`src/rtl/checked_frame_unwrapper_core_defines.svh`:
```
// Assertion macros for the checked frame unwrapper.
// Used by the top level; expects clk and arst_n in scope.
`ifndef CHECKED_FRAME_UNWRAPPER_CORE_DEFINES_SVH
`define CHECKED_FRAME_UNWRAPPER_CORE_DEFINES_SVH

// same-cycle implication
`define CFU_ASSERT_NOW(label, ante, cons, msg) \
	label: assert property (@(posedge clk) disable iff (!arst_n) (ante) |-> (cons)) \
		else $error(msg);

// next-cycle implication
`define CFU_ASSERT_NEXT(label, ante, cons, msg) \
	label: assert property (@(posedge clk) disable iff (!arst_n) (ante) |=> (cons)) \
		else $error(msg);

`endif

```
`src/rtl/cfu_pkg.sv`:
```
// Package for the checked frame unwrapper: transfer types, status codes,
// header layout and FNV-1a helpers. No dependencies.
`timescale 1ns / 1ps
package cfu_pkg;

	localparam int unsigned PADDR_W = 3;
	localparam int unsigned PDATA_W = 32;
	localparam int unsigned POS_W   = 17;

	localparam logic [POS_W-1:0] POS_MAX   = '1;
	localparam logic [POS_W-1:0] HDR_BYTES = POS_W'(12);
	localparam logic [31:0]      FNV_BASIS = 32'd2166136261;

	localparam logic [2:0] ST_OK      = 3'd0;
	localparam logic [2:0] ST_MAGIC   = 3'd1;
	localparam logic [2:0] ST_VERSION = 3'd2;
	localparam logic [2:0] ST_LENGTH  = 3'd3;
	localparam logic [2:0] ST_RECEIPT = 3'd4;
	localparam logic [2:0] ST_BADBYTE = 3'd5;

	localparam logic REG_MAGIC   = 1'b0;
	localparam logic REG_VERSION = 1'b1;

	typedef struct packed {
		logic [7:0] frame_byte;
		logic       is_last;
	} item_t;

	typedef struct packed {
		logic        payload_valid;
		logic [7:0]  payload_byte;
		logic        frame_done;
		logic [2:0]  frame_status;
		logic [15:0] payload_length;
	} result_t;

	typedef struct packed {
		logic [31:0] magic_word;
		logic [7:0]  format_version;
	} cfg_t;

	// (h ^ b) * 16777619, prime = 2^24 + 2^8 + 2^7 + 2^4 + 2^1 + 1
	function automatic logic [31:0] fnv_mix(input logic [31:0] h, input logic [7:0] b);
		logic [31:0] x;
		x = h ^ {24'd0, b};
		return (x << 24) + (x << 8) + (x << 7) + (x << 4) + (x << 1) + x;
	endfunction

	// tab, LF, CR, printable ASCII
	function automatic logic byte_allowed(input logic [7:0] b);
		return (b == 8'h09) || (b == 8'h0A) || (b == 8'h0D) ||
			((b >= 8'h20) && (b <= 8'h7E));
	endfunction

endpackage

```
`src/rtl/cfu_apb_regs.sv`:
```
// APB register file for the frame unwrapper: magic word and format version.
// Depends on cfu_pkg.
`timescale 1ns / 1ps
module cfu_apb_regs import cfu_pkg::*; (
	input  logic               clk,
	input  logic               arst_n,
	input  logic               psel,
	input  logic               penable,
	input  logic               pwrite,
	input  logic [PADDR_W-1:0] paddr,
	input  logic [PDATA_W-1:0] pwdata,
	output logic [PDATA_W-1:0] prdata,
	output logic               pready,
	output cfg_t               cfg
);

	logic        wr_en;
	logic [31:0] magic_q;
	logic [7:0]  version_q;

	assign pready = 1'b1;
	assign wr_en  = psel && penable && pwrite;

	always_ff @(posedge clk or negedge arst_n) begin
		if (!arst_n) begin
			magic_q   <= '0;
			version_q <= '0;
		end else if (wr_en) begin
			case (paddr[2])
				REG_MAGIC:   magic_q   <= pwdata;
				REG_VERSION: version_q <= pwdata[7:0];
				default:     ;
			endcase
		end
	end

	always_comb begin
		case (paddr[2])
			REG_MAGIC:   prdata = magic_q;
			REG_VERSION: prdata = {24'd0, version_q};
			default:     prdata = '0;
		endcase
	end

	assign cfg.magic_word     = magic_q;
	assign cfg.format_version = version_q;

endmodule

```
`src/rtl/checked_frame_unwrapper_core.sv`:
```
// Checked frame unwrapper top level: input stage, per-frame header/hash state,
// result register. Depends on cfu_pkg, cfu_apb_regs and the assertion macros.
//
//  channel  | signals                           | dir | payload
//  ---------+-----------------------------------+-----+-------------------------
//  item     | item_valid, item_ready            | in  | item (item_t)
//  result   | result_valid, result_ready        | out | result (result_t)
//  config   | psel penable pwrite paddr pwdata  | in  | prdata, pready out
//
// One byte per cycle sustained unless the result stalls.
// The hash update (xor, constant multiply as shift-add) and the status compare
// sit between the input stage and the result register.
// Reset clears frame state to its idle values and both registers to zero.
// A stalled result holds the input stage; a free result register drains it.
`timescale 1ns / 1ps
`include "checked_frame_unwrapper_core_defines.svh"
module checked_frame_unwrapper_core import cfu_pkg::*; (
	input  logic               clk,
	input  logic               arst_n,
	input  logic               item_valid,
	output logic               item_ready,
	input  item_t              item,
	output logic               result_valid,
	input  logic               result_ready,
	output result_t            result,
	input  logic               psel,
	input  logic               penable,
	input  logic               pwrite,
	input  logic [PADDR_W-1:0] paddr,
	input  logic [PDATA_W-1:0] pwdata,
	output logic [PDATA_W-1:0] prdata,
	output logic               pready
);

	cfg_t cfg;

	cfu_apb_regs u_regs (
		.clk     (clk),
		.arst_n  (arst_n),
		.psel    (psel),
		.penable (penable),
		.pwrite  (pwrite),
		.paddr   (paddr),
		.pwdata  (pwdata),
		.prdata  (prdata),
		.pready  (pready),
		.cfg     (cfg)
	);

	logic    valid_s1;
	item_t   item_s1;
	logic    advance;
	logic    res_valid_q;
	result_t res_q;

	logic [POS_W-1:0] pos_q,  pos_n;
	logic [31:0]      hash_q, hash_n;
	logic [15:0]      len_q,  len_n;
	logic [31:0]      rcpt_q, rcpt_n;
	logic             magic_bad_q, magic_bad_n;
	logic             ver_bad_q,   ver_bad_n;
	logic             illegal_q,   illegal_n;
	logic             ovf_q,       ovf_n;

	logic [7:0]       b;
	logic             in_payload;
	logic [POS_W-1:0] payload_end;
	logic [POS_W:0]   end_pos;
	logic [POS_W:0]   total_len;
	logic [2:0]       status;
	result_t          res_n;

	assign advance    = valid_s1 && (!res_valid_q || result_ready);
	assign item_ready = !valid_s1 || advance;

	always_ff @(posedge clk or negedge arst_n) begin
		if (!arst_n) begin
			valid_s1 <= 1'b0;
			item_s1  <= '0;
		end else if (item_ready) begin
			valid_s1 <= item_valid;
			item_s1  <= item;
		end
	end

	assign b           = item_s1.frame_byte;
	assign payload_end = HDR_BYTES + {1'b0, len_q};
	assign in_payload  = (pos_q >= HDR_BYTES) && (pos_q < payload_end);

	always_comb begin
		hash_n      = hash_q;
		len_n       = len_q;
		rcpt_n      = rcpt_q;
		magic_bad_n = magic_bad_q;
		ver_bad_n   = ver_bad_q;
		illegal_n   = illegal_q;
		ovf_n       = ovf_q;
		pos_n       = pos_q;
		if (pos_q < POS_W'(4)) begin
			if (b != cfg.magic_word[{~pos_q[1:0], 3'b000} +: 8])
				magic_bad_n = 1'b1;
		end else if (pos_q == POS_W'(4)) begin
			if (b != cfg.format_version)
				ver_bad_n = 1'b1;
		end else if (pos_q == POS_W'(6)) begin
			len_n = {b, len_q[7:0]};
		end else if (pos_q == POS_W'(7)) begin
			len_n = {len_q[15:8], b};
		end else if (pos_q >= POS_W'(8) && pos_q < HDR_BYTES) begin
			rcpt_n = {rcpt_q[23:0], b};
		end else if (in_payload) begin
			hash_n = fnv_mix(hash_q, b);
			if (!byte_allowed(b))
				illegal_n = 1'b1;
		end
		if (pos_q == POS_MAX)
			ovf_n = 1'b1;
		else
			pos_n = pos_q + POS_W'(1);
	end

	assign end_pos   = {1'b0, pos_q} + (POS_W+1)'(1);
	assign total_len = {1'b0, HDR_BYTES} + {2'b00, len_n};

	always_comb begin
		if (end_pos < {1'b0, HDR_BYTES} || magic_bad_n)
			status = ST_MAGIC;
		else if (ver_bad_n)
			status = ST_VERSION;
		else if (ovf_n || end_pos != total_len)
			status = ST_LENGTH;
		else if (hash_n != rcpt_n)
			status = ST_RECEIPT;
		else if (illegal_n)
			status = ST_BADBYTE;
		else
			status = ST_OK;
	end

	always_comb begin
		res_n.payload_valid  = in_payload;
		res_n.payload_byte   = in_payload ? b : 8'd0;
		res_n.frame_done     = item_s1.is_last;
		res_n.frame_status   = item_s1.is_last ? status : ST_OK;
		res_n.payload_length = item_s1.is_last ? len_n : 16'd0;
	end

	always_ff @(posedge clk or negedge arst_n) begin
		if (!arst_n) begin
			pos_q       <= '0;
			hash_q      <= FNV_BASIS;
			len_q       <= '0;
			rcpt_q      <= '0;
			magic_bad_q <= 1'b0;
			ver_bad_q   <= 1'b0;
			illegal_q   <= 1'b0;
			ovf_q       <= 1'b0;
		end else if (advance) begin
			if (item_s1.is_last) begin
				pos_q       <= '0;
				hash_q      <= FNV_BASIS;
				len_q       <= '0;
				rcpt_q      <= '0;
				magic_bad_q <= 1'b0;
				ver_bad_q   <= 1'b0;
				illegal_q   <= 1'b0;
				ovf_q       <= 1'b0;
			end else begin
				pos_q       <= pos_n;
				hash_q      <= hash_n;
				len_q       <= len_n;
				rcpt_q      <= rcpt_n;
				magic_bad_q <= magic_bad_n;
				ver_bad_q   <= ver_bad_n;
				illegal_q   <= illegal_n;
				ovf_q       <= ovf_n;
			end
		end
	end

	always_ff @(posedge clk or negedge arst_n) begin
		if (!arst_n) begin
			res_valid_q <= 1'b0;
			res_q       <= '0;
		end else if (advance) begin
			res_valid_q <= 1'b1;
			res_q       <= res_n;
		end else if (result_ready) begin
			res_valid_q <= 1'b0;
		end
	end

	assign result_valid = res_valid_q;
	assign result       = res_q;

	`CFU_ASSERT_NOW(a_idle_fields_zero, res_valid_q && !res_q.frame_done, res_q.frame_status == ST_OK && res_q.payload_length == 16'd0, "status or length set on a non-final transfer")
	`CFU_ASSERT_NOW(a_payload_byte_zero, res_valid_q && !res_q.payload_valid, res_q.payload_byte == 8'd0, "payload byte set outside payload")
	`CFU_ASSERT_NEXT(a_frame_cleared, advance && item_s1.is_last, pos_q == '0 && hash_q == FNV_BASIS && !ovf_q, "frame state not cleared after last byte")
	`CFU_ASSERT_NOW(a_status_range, res_valid_q, res_q.frame_status <= ST_BADBYTE, "status code out of range")

endmodule
```
`config.mk`:
```
export PLATFORM = sky130hd
export DESIGN_NAME = checked_frame_unwrapper_core
export DESIGN_NICKNAME = d
export VERILOG_FILES = /design/src/rtl/cfu_pkg.sv /design/src/rtl/cfu_apb_regs.sv /design/src/rtl/checked_frame_unwrapper_core.sv
export VERILOG_INCLUDE_DIRS = /design/src /design/src/rtl
export SDC_FILE = /design/constraint.sdc
export NUM_CORES = 1
export LEC_CHECK = 0
export BUFFER_PORTS_ARGS = -buffer_cell sky130_fd_sc_hd__buf_4
export CAP_MARGIN = 0
export CORE_MARGIN = 2
export CORE_UTILIZATION = 55
export CTS_BUF_LIST = sky130_fd_sc_hd__clkbuf_2 sky130_fd_sc_hd__clkbuf_4 sky130_fd_sc_hd__clkbuf_8
export CTS_CLUSTER_DIAMETER = 50
export DETAILED_ROUTE_END_ITERATION = 6
export PLACE_DENSITY = 0.74
export SYNTH_ARGS = -nofsm -noshare
export SYNTH_HDL_FRONTEND = slang
export SYNTH_SLANG_ARGS = --single-unit
export TNS_END_PERCENT = 10
```
`constraint.sdc`:
```
create_clock -name clk -period 15.2 [get_ports clk]
set_clock_uncertainty 0.15 [all_clocks]
set_input_delay 3.04 -clock clk [delete_from_list [all_inputs] [get_ports clk]]
set_output_delay 3.04 -clock clk [all_outputs]
set_load 0.01 [all_outputs]
```
* Word-level counts from Yosys, hierarchy flattened
Cells that the tools add are included.
Storage, ports and cells: input bits 51, word-level logic and storage cells 119, bits in registers 181
Operators by class: shift operators 1, equality and inequality tests 12, muxes and demuxes 48, $lt $le $gt $ge 8, bitwise operators 3, reductions and logical operators 19, add/subtract/negate cells 9
Operators by type and width (count):
- 2-to-1 mux 32 bit | 13
- adder 32 bit | 5
- 2-to-1 mux 16 bit | 5
- one-hot mux 32 bit (2 select lines) | 1
- == test 17 x 3 -> 1 bit, second input constant | 3
- adder 4 x 16 -> 17 bit, first input constant | 2
- greater-or-equal comparator 17 x 4 -> 1 bit, second input constant | 2
- 2-to-1 mux 17 bit | 2
- != test 32 bit | 1
- variable part select 32 x 6 -> 8 bit | 1
- XOR 32 x 8 -> 32 bit | 1
- == test 8 x 4 -> 1 bit, second input constant | 3
- 2-to-1 mux 1 bit | 19
- adder 17 x 1 -> 18 bit, second input constant | 1
- less-than comparator 18 x 4 -> 1 bit, second input constant | 1
- 2-to-1 mux 3 bit | 6
- != test 18 x 17 -> 1 bit | 1
- adder 17 x 1 -> 17 bit, second input constant | 1
- == test 17 bit, second input constant | 1
- less-than comparator 17 bit | 1
- less-than comparator 17 x 3 -> 1 bit, second input constant | 1
- less-than comparator 17 x 4 -> 1 bit, second input constant | 1
- 2-to-1 mux 8 bit | 2
- != test 8 bit | 2
- other kinds (10) | 24

* Logic depth before layout (Yosys ltp)
Gate-level depths: netlist of run 1.
depth in word-level cells 18, mapped depth 22

* Cells and area by module
Synthesis of run 1 repeated with hierarchy kept, for this count alone.
Unflattened totals: cell total of the unflattened synthesis 1702, area total of the unflattened synthesis 15740.1 um2
By module, submodules not included:
- checked_frame_unwrapper_core | instances 1, seq. area each 3545.9 um2, area each 13830.8 um2, cells an instance 1579
- cfu_apb_regs | instances 1, seq. area each 1001.0 um2, area each 1909.3 um2, cells an instance 123

* Least setup slack after synthesis of run 1
Ideal clock, no wire load.
kind in2out, start input port paddr[2], end output port prdata[0], required time 12.010 ns, stages on the path 3, setup slack 8.052 ns, arrival 3.958 ns, path through clkbuf_1 -> clkbuf_1 -> mux2_2
Between the ends: cells in the longest elaborated chain, start to end 2
RTL lines:
- start: declaration | line checked_frame_unwrapper_core.sv:29 | input logic [PADDR_W-1:0] paddr,
- NOT 1 bit (no line)
- one-hot mux 32 bit (2 select lines) * | line cfu_apb_regs.sv:38 | case (paddr[2])
- end: declaration | line checked_frame_unwrapper_core.sv:31 | output logic [PDATA_W-1:0] prdata,
Mark *: on every way between the ends. The rest lies on a longest branch, timed or not.

* Final worst setup path of run 1
start input port result_ready, end output port item_ready
Between the ends: cells in the longest elaborated chain, start to end 3
RTL lines:
- start: declaration | line checked_frame_unwrapper_core.sv:24 | input logic result_ready,
- logical OR 1 bit | line checked_frame_unwrapper_core.sv:73 | assign advance = valid_s1 && (!res_valid_q || result_ready);
- logical AND 1 bit | line checked_frame_unwrapper_core.sv:73
- logical OR 1 bit | line checked_frame_unwrapper_core.sv:74 | assign item_ready = !valid_s1 || advance;
- end: declaration | line checked_frame_unwrapper_core.sv:21 | output logic item_ready,
Every way passes these cells.

==> results.toml, run 1 <==
[hold_path]
worst_hold_path_type = "reg -> reg"

[layout]
antenna_cell_count = 0
nFillCells = 2430
multi_input_area_um2 = 10000
net_total_in_the_final_layout = 1992
utilization_after_layout_pct = 61.3
area_growth_pct = 9.18
seqCellArea_um2 = 4550
drive_gt1_share_pct = 14.8

[timing]
slew_violations = 0
rsz0062_at_grt = "no"
maxClockFrequency_ghz = 0.138
fin_crit_ns = 7.22
worstMarginPinSlew_ns = 1.12
hold_violations = 0
period_share_pct = 47.5
timing.final.setup_violations = 0
timing.max_slew.rel_slack_pct = 25.2
finalSetupTns_ns = 0

[logic_synthesis]
yosys.area.top_type_share_pct = 26.7
synth_cell_types = 87
ys.flop_type = "sky130_fd_sc_hd__dfrtp_1"
synthesis.nets = 1943
synth-warning-count = 0
syn-instance-count = 1733
synth_async_sr_flop_share_pct = 100
avgSynthCellArea_um2 = 9.02
synth_seq_cells = 181
post_synth_main_area_contributors = "sky130_fd_sc_hd__dfrtp_1 27%, sky130_fd_sc_hd__fa_1 10%, sky130_fd_sc_hd__ha_1 6.5%, sky130_fd_sc_hd__xnor2_1 4.4%, sky130_fd_sc_hd__mux2_2 4.1%"
synthDominantAreaCellType = "sky130_fd_sc_hd__dfrtp_1"
ys_seq_area_share_pct = 29.1
number_of_flops_mapped_to_enable_cells_by_yosys = 0
cell_area_after_technology_mapping_um2 = 15600

[routing]
remaining_drc_errors = 0
routed-via-count = 13480
detailed_routing_iterations_pass_1 = 6
antenna_violating_nets_remaining = 0
drtIter0Drc = 1331
detail_route.vias_per_cell = 6.20
wl_per_cell_um = 21.2
postRouteWirelength_mm = 46.1

[clock_network]
clockBufferDepth = 2
cts.root.buffer_cell = "sky130_fd_sc_hd__clkbuf_8"
h_tree_level_count = 4
clk_pin_slew_worst_paths_ns = 0.09
cts-resized-gates = 0
cts.sink_count = 181
cts_made_buffers = 17
postCtsSetupRepairBufs = 0
cts_hold_repair.buffers = 0
tritoncts = "built"
clk-insertion-delay-late_ns = 0.50

[worst_setup_path]
critical_path_data_required_time_ns = 12.01
critPathSlowestCell = "sky130_fd_sc_hd__nand3b_1"
cp_common_cell = "sky130_fd_sc_hd__buf_4"
arrival_ns = 4.03
crit_path_start_kind = "primary input"
crit_path_cell_trace = "buf_4 -> nand3b_1 -> buf_4"
setup.worst_path.class = "in -> out"
timing.critical_path.max_delay_family = "simple AND/OR/NAND/NOR gates"
worstPathBufferInverterCount = 2
worst-path-max-fanout = 16
crit_path_end_kind = "output pin"
max_stage_delay_ns = 0.53

[global_routing]
grt_remaining_overflow = 0
antenna_violations_before_repair = 0
grt_pass1_vias = 13517
grt_start_max_net_pins = 75
first_pass_grt_wire_length_mm = 74.6
global_route.usage.total_pct = 31.4

[floorplanning]
floorplan.die_area_um2 = 29800
die_width_um = 173
rows = 61
core_um2 = 27900
floorplan.io_pins = 115
die_height_um = 173
start_util_pct = 56.1

[job]
max-cap-violations = 0

[place]
dpl.hpwl_mm = 33.9
port_buffers = 111
gp_congestion = 0.959

[outcome]
status = "finished, final reports clean"
[cell usage in the layout (no fill, tap or decap), types with 20 or more instances in the layout]
cell,n
sky130_fd_sc_hd__mux2i_1,36
sky130_fd_sc_hd__mux2_2,57
sky130_fd_sc_hd__o21ai_0,118
sky130_fd_sc_hd__dfrtp_1,166
sky130_fd_sc_hd__ha_1,81
sky130_fd_sc_hd__nand2_1,163
sky130_fd_sc_hd__clkbuf_8,20
sky130_fd_sc_hd__o22ai_1,39
sky130_fd_sc_hd__nor2_1,72
sky130_fd_sc_hd__nor3_1,26
sky130_fd_sc_hd__fa_1,78
sky130_fd_sc_hd__buf_4,131
sky130_fd_sc_hd__xnor2_1,78
sky130_fd_sc_hd__inv_1,161
sky130_fd_sc_hd__a22oi_1,49
sky130_fd_sc_hd__nor2b_1,29
sky130_fd_sc_hd__xor2_1,47
sky130_fd_sc_hd__nand3_1,30
sky130_fd_sc_hd__a21oi_1,107
[synthesized netlist by cell type (7+ instances only)]
cell,n
sky130_fd_sc_hd__a21o_1,15
sky130_fd_sc_hd__o21a_1,7
sky130_fd_sc_hd__o22ai_1,39
sky130_fd_sc_hd__o31ai_1,10
sky130_fd_sc_hd__xor2_1,47
sky130_fd_sc_hd__nor3_1,26
sky130_fd_sc_hd__and4_1,7
sky130_fd_sc_hd__clkbuf_1,71
sky130_fd_sc_hd__o21ai_0,118
sky130_fd_sc_hd__inv_1,161
sky130_fd_sc_hd__o2111ai_1,7
sky130_fd_sc_hd__nor2b_1,29
sky130_fd_sc_hd__buf_1,8
sky130_fd_sc_hd__a21boi_0,12
sky130_fd_sc_hd__mux2i_1,36
sky130_fd_sc_hd__ha_1,81
sky130_fd_sc_hd__a21oi_1,107
sky130_fd_sc_hd__nand2_1,164
sky130_fd_sc_hd__nand4b_1,7
sky130_fd_sc_hd__a22oi_1,49
sky130_fd_sc_hd__a22o_1,12
sky130_fd_sc_hd__nor2_1,72
sky130_fd_sc_hd__nand4_1,13
sky130_fd_sc_hd__mux4_2,8
sky130_fd_sc_hd__dfstp_2,14
sky130_fd_sc_hd__fa_1,78
sky130_fd_sc_hd__buf_2,14
sky130_fd_sc_hd__and3_1,12
sky130_fd_sc_hd__a211oi_1,15
sky130_fd_sc_hd__buf_4,8
sky130_fd_sc_hd__nor4_1,13
sky130_fd_sc_hd__nand2b_1,11
sky130_fd_sc_hd__and2_1,18
sky130_fd_sc_hd__a31oi_1,14
sky130_fd_sc_hd__nand3_1,30
sky130_fd_sc_hd__dfrtp_1,167
sky130_fd_sc_hd__mux2_2,57
sky130_fd_sc_hd__o211ai_1,9
sky130_fd_sc_hd__xnor2_1,78
[path summary, 6_finish.rpt]
path                                   end         start  slack, ns  cells past startpoint
worst max register to register  result[18]          b[2]       8.24                     19
max in group asynchronous       item_s1[0]        arst_n      10.50                      3
worst max-delay path            item_ready  result_ready       7.98                      3
min in group asynchronous       result[28]        arst_n       2.37                      1
worst min register to register  result[19]    result[19]       0.33                      2
worst min-delay path            result[19]    result[19]       0.33                      2
[kinds of logic (layout without fill, tap and decap cells)]
| kind of cell | count (synthesis) | count (layout) | synth area share (%) |
|---|---|---|---|
| XOR/XNOR | 125 | 125 | 7.00 |
| adder cells (fa/ha/maj) | 159 | 159 | 16.5 |
| multiplexers | 103 | 103 | 7.76 |
| buffers and inverters | 264 | 326 | 6.69 |
| AND/OR/NAND/NOR | 436 | 436 | 13.9 |
| flip-flops | 181 | 181 | 29.1 |
| other | 1 | 1 | 0.0240 |
| AO/OA/AOI/OAI | 464 | 464 | 19.0 |
[state kept, by name, indices dropped and copies added (netlist names), 8 cells and up]
signal	count
hash_q	32
rcpt_q	32
b	8
len_q	16
u_regs.version_q	8
result	29
u_regs.magic_q	32
pos_q	17
[routing by layer]
layer | vias up | part of all wire [%] | global-route usage, %
li1 | 6182 | - | -
met1 | 6629 | 42 | 42.4
met2 | 589 | 48 | 51.8
met3 | 80 | 7.7 | 5.32
met4 | 0 | 2.6 | 9.65
met5 | - | 0 | 0
[worst reg2reg max path, cell delays in order (launching register included)]
cell                       delay [ns]
sky130_fd_sc_hd__dfrtp_1         0.67
sky130_fd_sc_hd__xnor2_1         0.92
sky130_fd_sc_hd__inv_1           0.25
sky130_fd_sc_hd__ha_1            0.36
sky130_fd_sc_hd__inv_1           0.05
sky130_fd_sc_hd__fa_1            0.49
sky130_fd_sc_hd__inv_1           0.06
sky130_fd_sc_hd__fa_1            0.40
sky130_fd_sc_hd__ha_1            0.44
sky130_fd_sc_hd__o21ai_0         0.19
sky130_fd_sc_hd__a211oi_1        0.56
sky130_fd_sc_hd__a21oi_1         0.14
sky130_fd_sc_hd__a211oi_1        0.67
sky130_fd_sc_hd__o22a_1          0.23
sky130_fd_sc_hd__mux2i_1         0.10
sky130_fd_sc_hd__a221oi_2        0.19
sky130_fd_sc_hd__nand4_1         0.15
sky130_fd_sc_hd__nor4_1          0.37
sky130_fd_sc_hd__and4b_1         0.33
sky130_fd_sc_hd__o211ai_1        0.11
[cell type report]
class | count | area share, %
repair buffers | 132 | 5.84
multi-input cells | 1288 | 58.9
clock buffers | 19 | 1.53
inverters | 162 | 3.56
clock inverters | 13 | 0.770
well taps | 378 | 2.77
flip-flops and latches | 181 | 26.6
[through the flow]
step,setup slack [ns],cells,instance area [um^2],hold slack [ns]
3_5_place_dp,7.97,2141,16700,0.313
4_1_cts,7.98,2173,17100,0.337
3_3_place_gp,8.01,2141,16700,0.307
6_report,7.98,2173,17100,0.333
5_1_grt,7.81,2173,17100,0.368
2_1_floorplan,8.05,1733,15600,0.292
Power of run 1 is not shown: default switching activity piles up to over one toggle a cycle in this logic, so the estimate is an artifact.
==> run 2, diff against run 1 <==
--- a/config.mk
+++ b/config.mk
@@ -6,6 +6,7 @@
 export SDC_FILE = /design/constraint.sdc
 export NUM_CORES = 1
 export LEC_CHECK = 0
+export ABC_AREA = 1
 export BUFFER_PORTS_ARGS = -buffer_cell sky130_fd_sc_hd__buf_4
 export CAP_MARGIN = 0
 export CORE_MARGIN = 2
@@ -13,7 +14,7 @@
 export CTS_BUF_LIST = sky130_fd_sc_hd__clkbuf_2 sky130_fd_sc_hd__clkbuf_4 sky130_fd_sc_hd__clkbuf_8
 export CTS_CLUSTER_DIAMETER = 50
 export DETAILED_ROUTE_END_ITERATION = 6
-export PLACE_DENSITY = 0.74
+export PLACE_DENSITY = 0.77
 export SYNTH_ARGS = -nofsm -noshare
 export SYNTH_HDL_FRONTEND = slang
 export SYNTH_SLANG_ARGS = --single-unit
==> constraint.sdc (replaced) <==
create_clock -name clk -period 6.3 [get_ports clk]
set_clock_uncertainty 0.15 [all_clocks]
set_input_delay 1.26 -clock clk [delete_from_list [all_inputs] [get_ports clk]]
set_output_delay 1.26 -clock clk [all_outputs]
set_load 0.01 [all_outputs]
==> results.toml, run 2 <==
[place]
gp_congestion = 0.967
port_buffers = 111
dpl_cell_area_um2 = 17100
preCtsSetupSlack_ns = 0.587
dpl.hpwl_mm = 37.4

[clock_network]
cts-resized-gates = 0
cts_hold_repair.buffers = 0
h_tree_level_count = 4
postCtsSetupRepairBufs = 0
clockBufferDepth = 2
cts.sink_count = 181
clk-insertion-delay-late_ns = 0.50
cts.root.buffer_cell = "sky130_fd_sc_hd__clkbuf_8"
cts_made_buffers = 17
clk_pin_slew_worst_paths_ns = 0.11
tritoncts = "built"

[layout]
mostFrequentLayoutCells = "572 x sky130_fd_sc_hd__nand2_1, 378 x sky130_fd_sc_hd__inv_1, 167 x sky130_fd_sc_hd__dfrtp_1"
net_total_in_the_final_layout = 2513
final_cell_area_um2 = 17500
nFillCells = 2694
drive_gt1_share_pct = 11.1
antenna_cell_count = 0
reg.largest.list = "hash_q: 32 flops, rcpt_q: 32 flops, u_regs.magic_q: 32 flops"
utilization_after_layout_pct = 61.3
area_growth_pct = 10.1
layout_commonest_cell = "sky130_fd_sc_hd__nand2_1"

[power]
power.sequential.fraction_pct = 26.4
switching_share_pct = 50.2
peakVddDrop_uv = 196
clock_power_share_pct = 15.6
p_switching_mw = 2.61
p_int_mw = 2.59
power.combinational.fraction_pct = 57.9
power_leakage_nw = 9.34
power.density_cell_area_nw_per_um2 = 297

[floorplanning]
die_width_um = 174
core_um2 = 28500
die_height_um = 174
rows = 62
start_util_pct = 55.7
floorplan.die_area_um2 = 30300
floorplan.io_pins = 115

[timing]
finalSetupTns_ns = 0
timing.max_slew.rel_slack_pct = 6.06
hold_violations = 0
period_share_pct = 92.2
worstMarginPinSlew_ns = 1.41
layout_setup_ws_ns = 0.491
worst_hold_slack_ns = 0.346
timing.final.setup_violations = 0
rsz0062_at_grt = "no"
slew_violations = 0
maxClockFrequency_ghz = 0.172
fin_crit_ns = 5.81

[logic_synthesis]
synth_xor_xnor_area_share_pct = 3.36
number_of_flops_mapped_to_enable_cells_by_yosys = 0
synthDominantAreaCellType = "sky130_fd_sc_hd__dfrtp_1"
most_used_standard_cell_by_instance_count_after_synthesis = "sky130_fd_sc_hd__nand2_1"
post_synth_main_area_contributors = "sky130_fd_sc_hd__dfrtp_1 26%, sky130_fd_sc_hd__nand2_1 14%, sky130_fd_sc_hd__fa_1 9.8%, sky130_fd_sc_hd__inv_1 8.9%, sky130_fd_sc_hd__ha_1 6.4%"
synthesis.nets = 2427
post_synth_mux_area_share_pct = 0
ys_seq_area_share_pct = 28.6
synth_adder_area_share_pct = 16.2
synth_async_sr_flop_share_pct = 100
synth-warning-count = 0
yosys.area.top_type_share_pct = 26.3
synth_compound_gate_area_share_pct = 11.8
synth_seq_cells = 181
post_synth_most_frequent_cells = "573 x sky130_fd_sc_hd__nand2_1, 379 x sky130_fd_sc_hd__inv_1, 167 x sky130_fd_sc_hd__dfrtp_1"
synth_cell_types = 53
ys.flop_type = "sky130_fd_sc_hd__dfrtp_1"
syn-instance-count = 2217
cell_area_after_technology_mapping_um2 = 15900
avgSynthCellArea_um2 = 7.17
combinational_family_with_the_most_area_after_synthesis = "simple AND/OR/NAND/NOR gates"
synth_simple_gate_area_share_pct = 28.9

[hold_path]
worst_hold_path_type = "reg -> reg"

[worst_setup_path]
setup.worst_path.class = "reg -> reg"
max_stage_delay_ns = 0.61
crit_path_start_kind = "flip-flop"
worst-path-max-fanout = 6
critPathSlowestCell = "sky130_fd_sc_hd__xnor2_1"
crit_path_end_kind = "flip-flop"
critical_path_data_required_time_ns = 6.59
cp_common_cell = "sky130_fd_sc_hd__nand2_1"
arrival_ns = 6.10

[global_routing]
grt_remaining_overflow = 0
grt_start_max_net_pins = 97
first_pass_grt_wire_length_mm = 77.3
grt_pass1_vias = 14743
antenna_violations_before_repair = 0
global_route.usage.total_pct = 32.2

[routing]
wl_per_cell_um = 17.7
antenna_violating_nets_remaining = 0
detail_route.vias_per_cell = 5.58
detailed_routing_iterations_pass_1 = 5
routed-via-count = 15074
drtIter0Drc = 1384
postRouteWirelength_mm = 47.8
remaining_drc_errors = 0

[outcome]
status = "finished, final reports clean"

[job]
max-cap-violations = 0
## run 2: kinds of logic after synthesis
family | Yosys count
xor gates and xnor gates | 61
AOI/OAI and AO/OA | 340
and+or+nand+nor | 1017
adders and majority gates | 159
buffers and inverters | 458
other | 1
DFF | 181
## run 2: worst max-delay path: cells and delay by family (launching register included)
kind	cells	cell delay (ns)
AND/OR/NAND/NOR	16	1.85
flip-flops	1	0.49
buffers and inverters	4	0.42
AO/OA/AOI/OAI	3	0.85
XOR/XNOR	1	0.61
adder cells (fa/ha/maj)	3	1.35
## run 2: stage by stage
step / std cells / power, mW
4_1_cts: 2700 / 5.15
2_1_floorplan: 2217 / 3.47
6_report: 2700 / 5.20
3_3_place_gp: 2668 / 4.28
5_1_grt: 2700 / 5.62
3_5_place_dp: 2668 / 4.34
## run 2: final timing paths
| check | cells past startpoint | slack (ns) | from | to |
|---|---|---|---|---|
| worst max register to register | 27 | 0.49 | b[3] | result[16] |
| worst max-delay path | 27 | 0.49 | b[3] | result[16] |
| min in group asynchronous | 1 | 0.69 | arst_n | rcpt_q[23] |
| worst min register to register | 2 | 0.35 | result[12] | result[12] |
| worst min-delay path | 2 | 0.35 | result[12] | result[12] |
| max in group asynchronous | 2 | 4.19 | arst_n | result[21] |
## run 2: layout make-up
type | instances | area [um^2] | share of cell area [%]
multi-input combinational | 1578 | 9600 | 54.8
sequential | 181 | 4550 | 26.0
inverter | 390 | 1460 | 8.36
timing repair buffer | 135 | 1020 | 5.83
tap | 384 | 480 | 2.74
clock buffer | 17 | 234 | 1.34
clock inverter | 15 | 163 | 0.929
## run 2: power groups by stage
stage	clock [mW]	sequential, mW	combinational [mW]
2_1_floorplan	0	1.34	2.13
6_report	0.813	1.37	3.01
3_5_place_dp	0	1.39	2.94
3_3_place_gp	0	1.39	2.89
4_1_cts	0.818	1.37	2.96
5_1_grt	0.867	1.39	3.36
## run 2: layer usage
layer	share of wire [%]	vias up	GRT usage, %	wire length [um]
met5	0	-	0	0
met4	3.9	0	12.6	1870
met3	7.6	122	4.94	3630
met2	47	611	54.2	22400
met1	42	7081	42.0	19900
li1	-	7260	-	-
(Power assumes the default switching activity.)
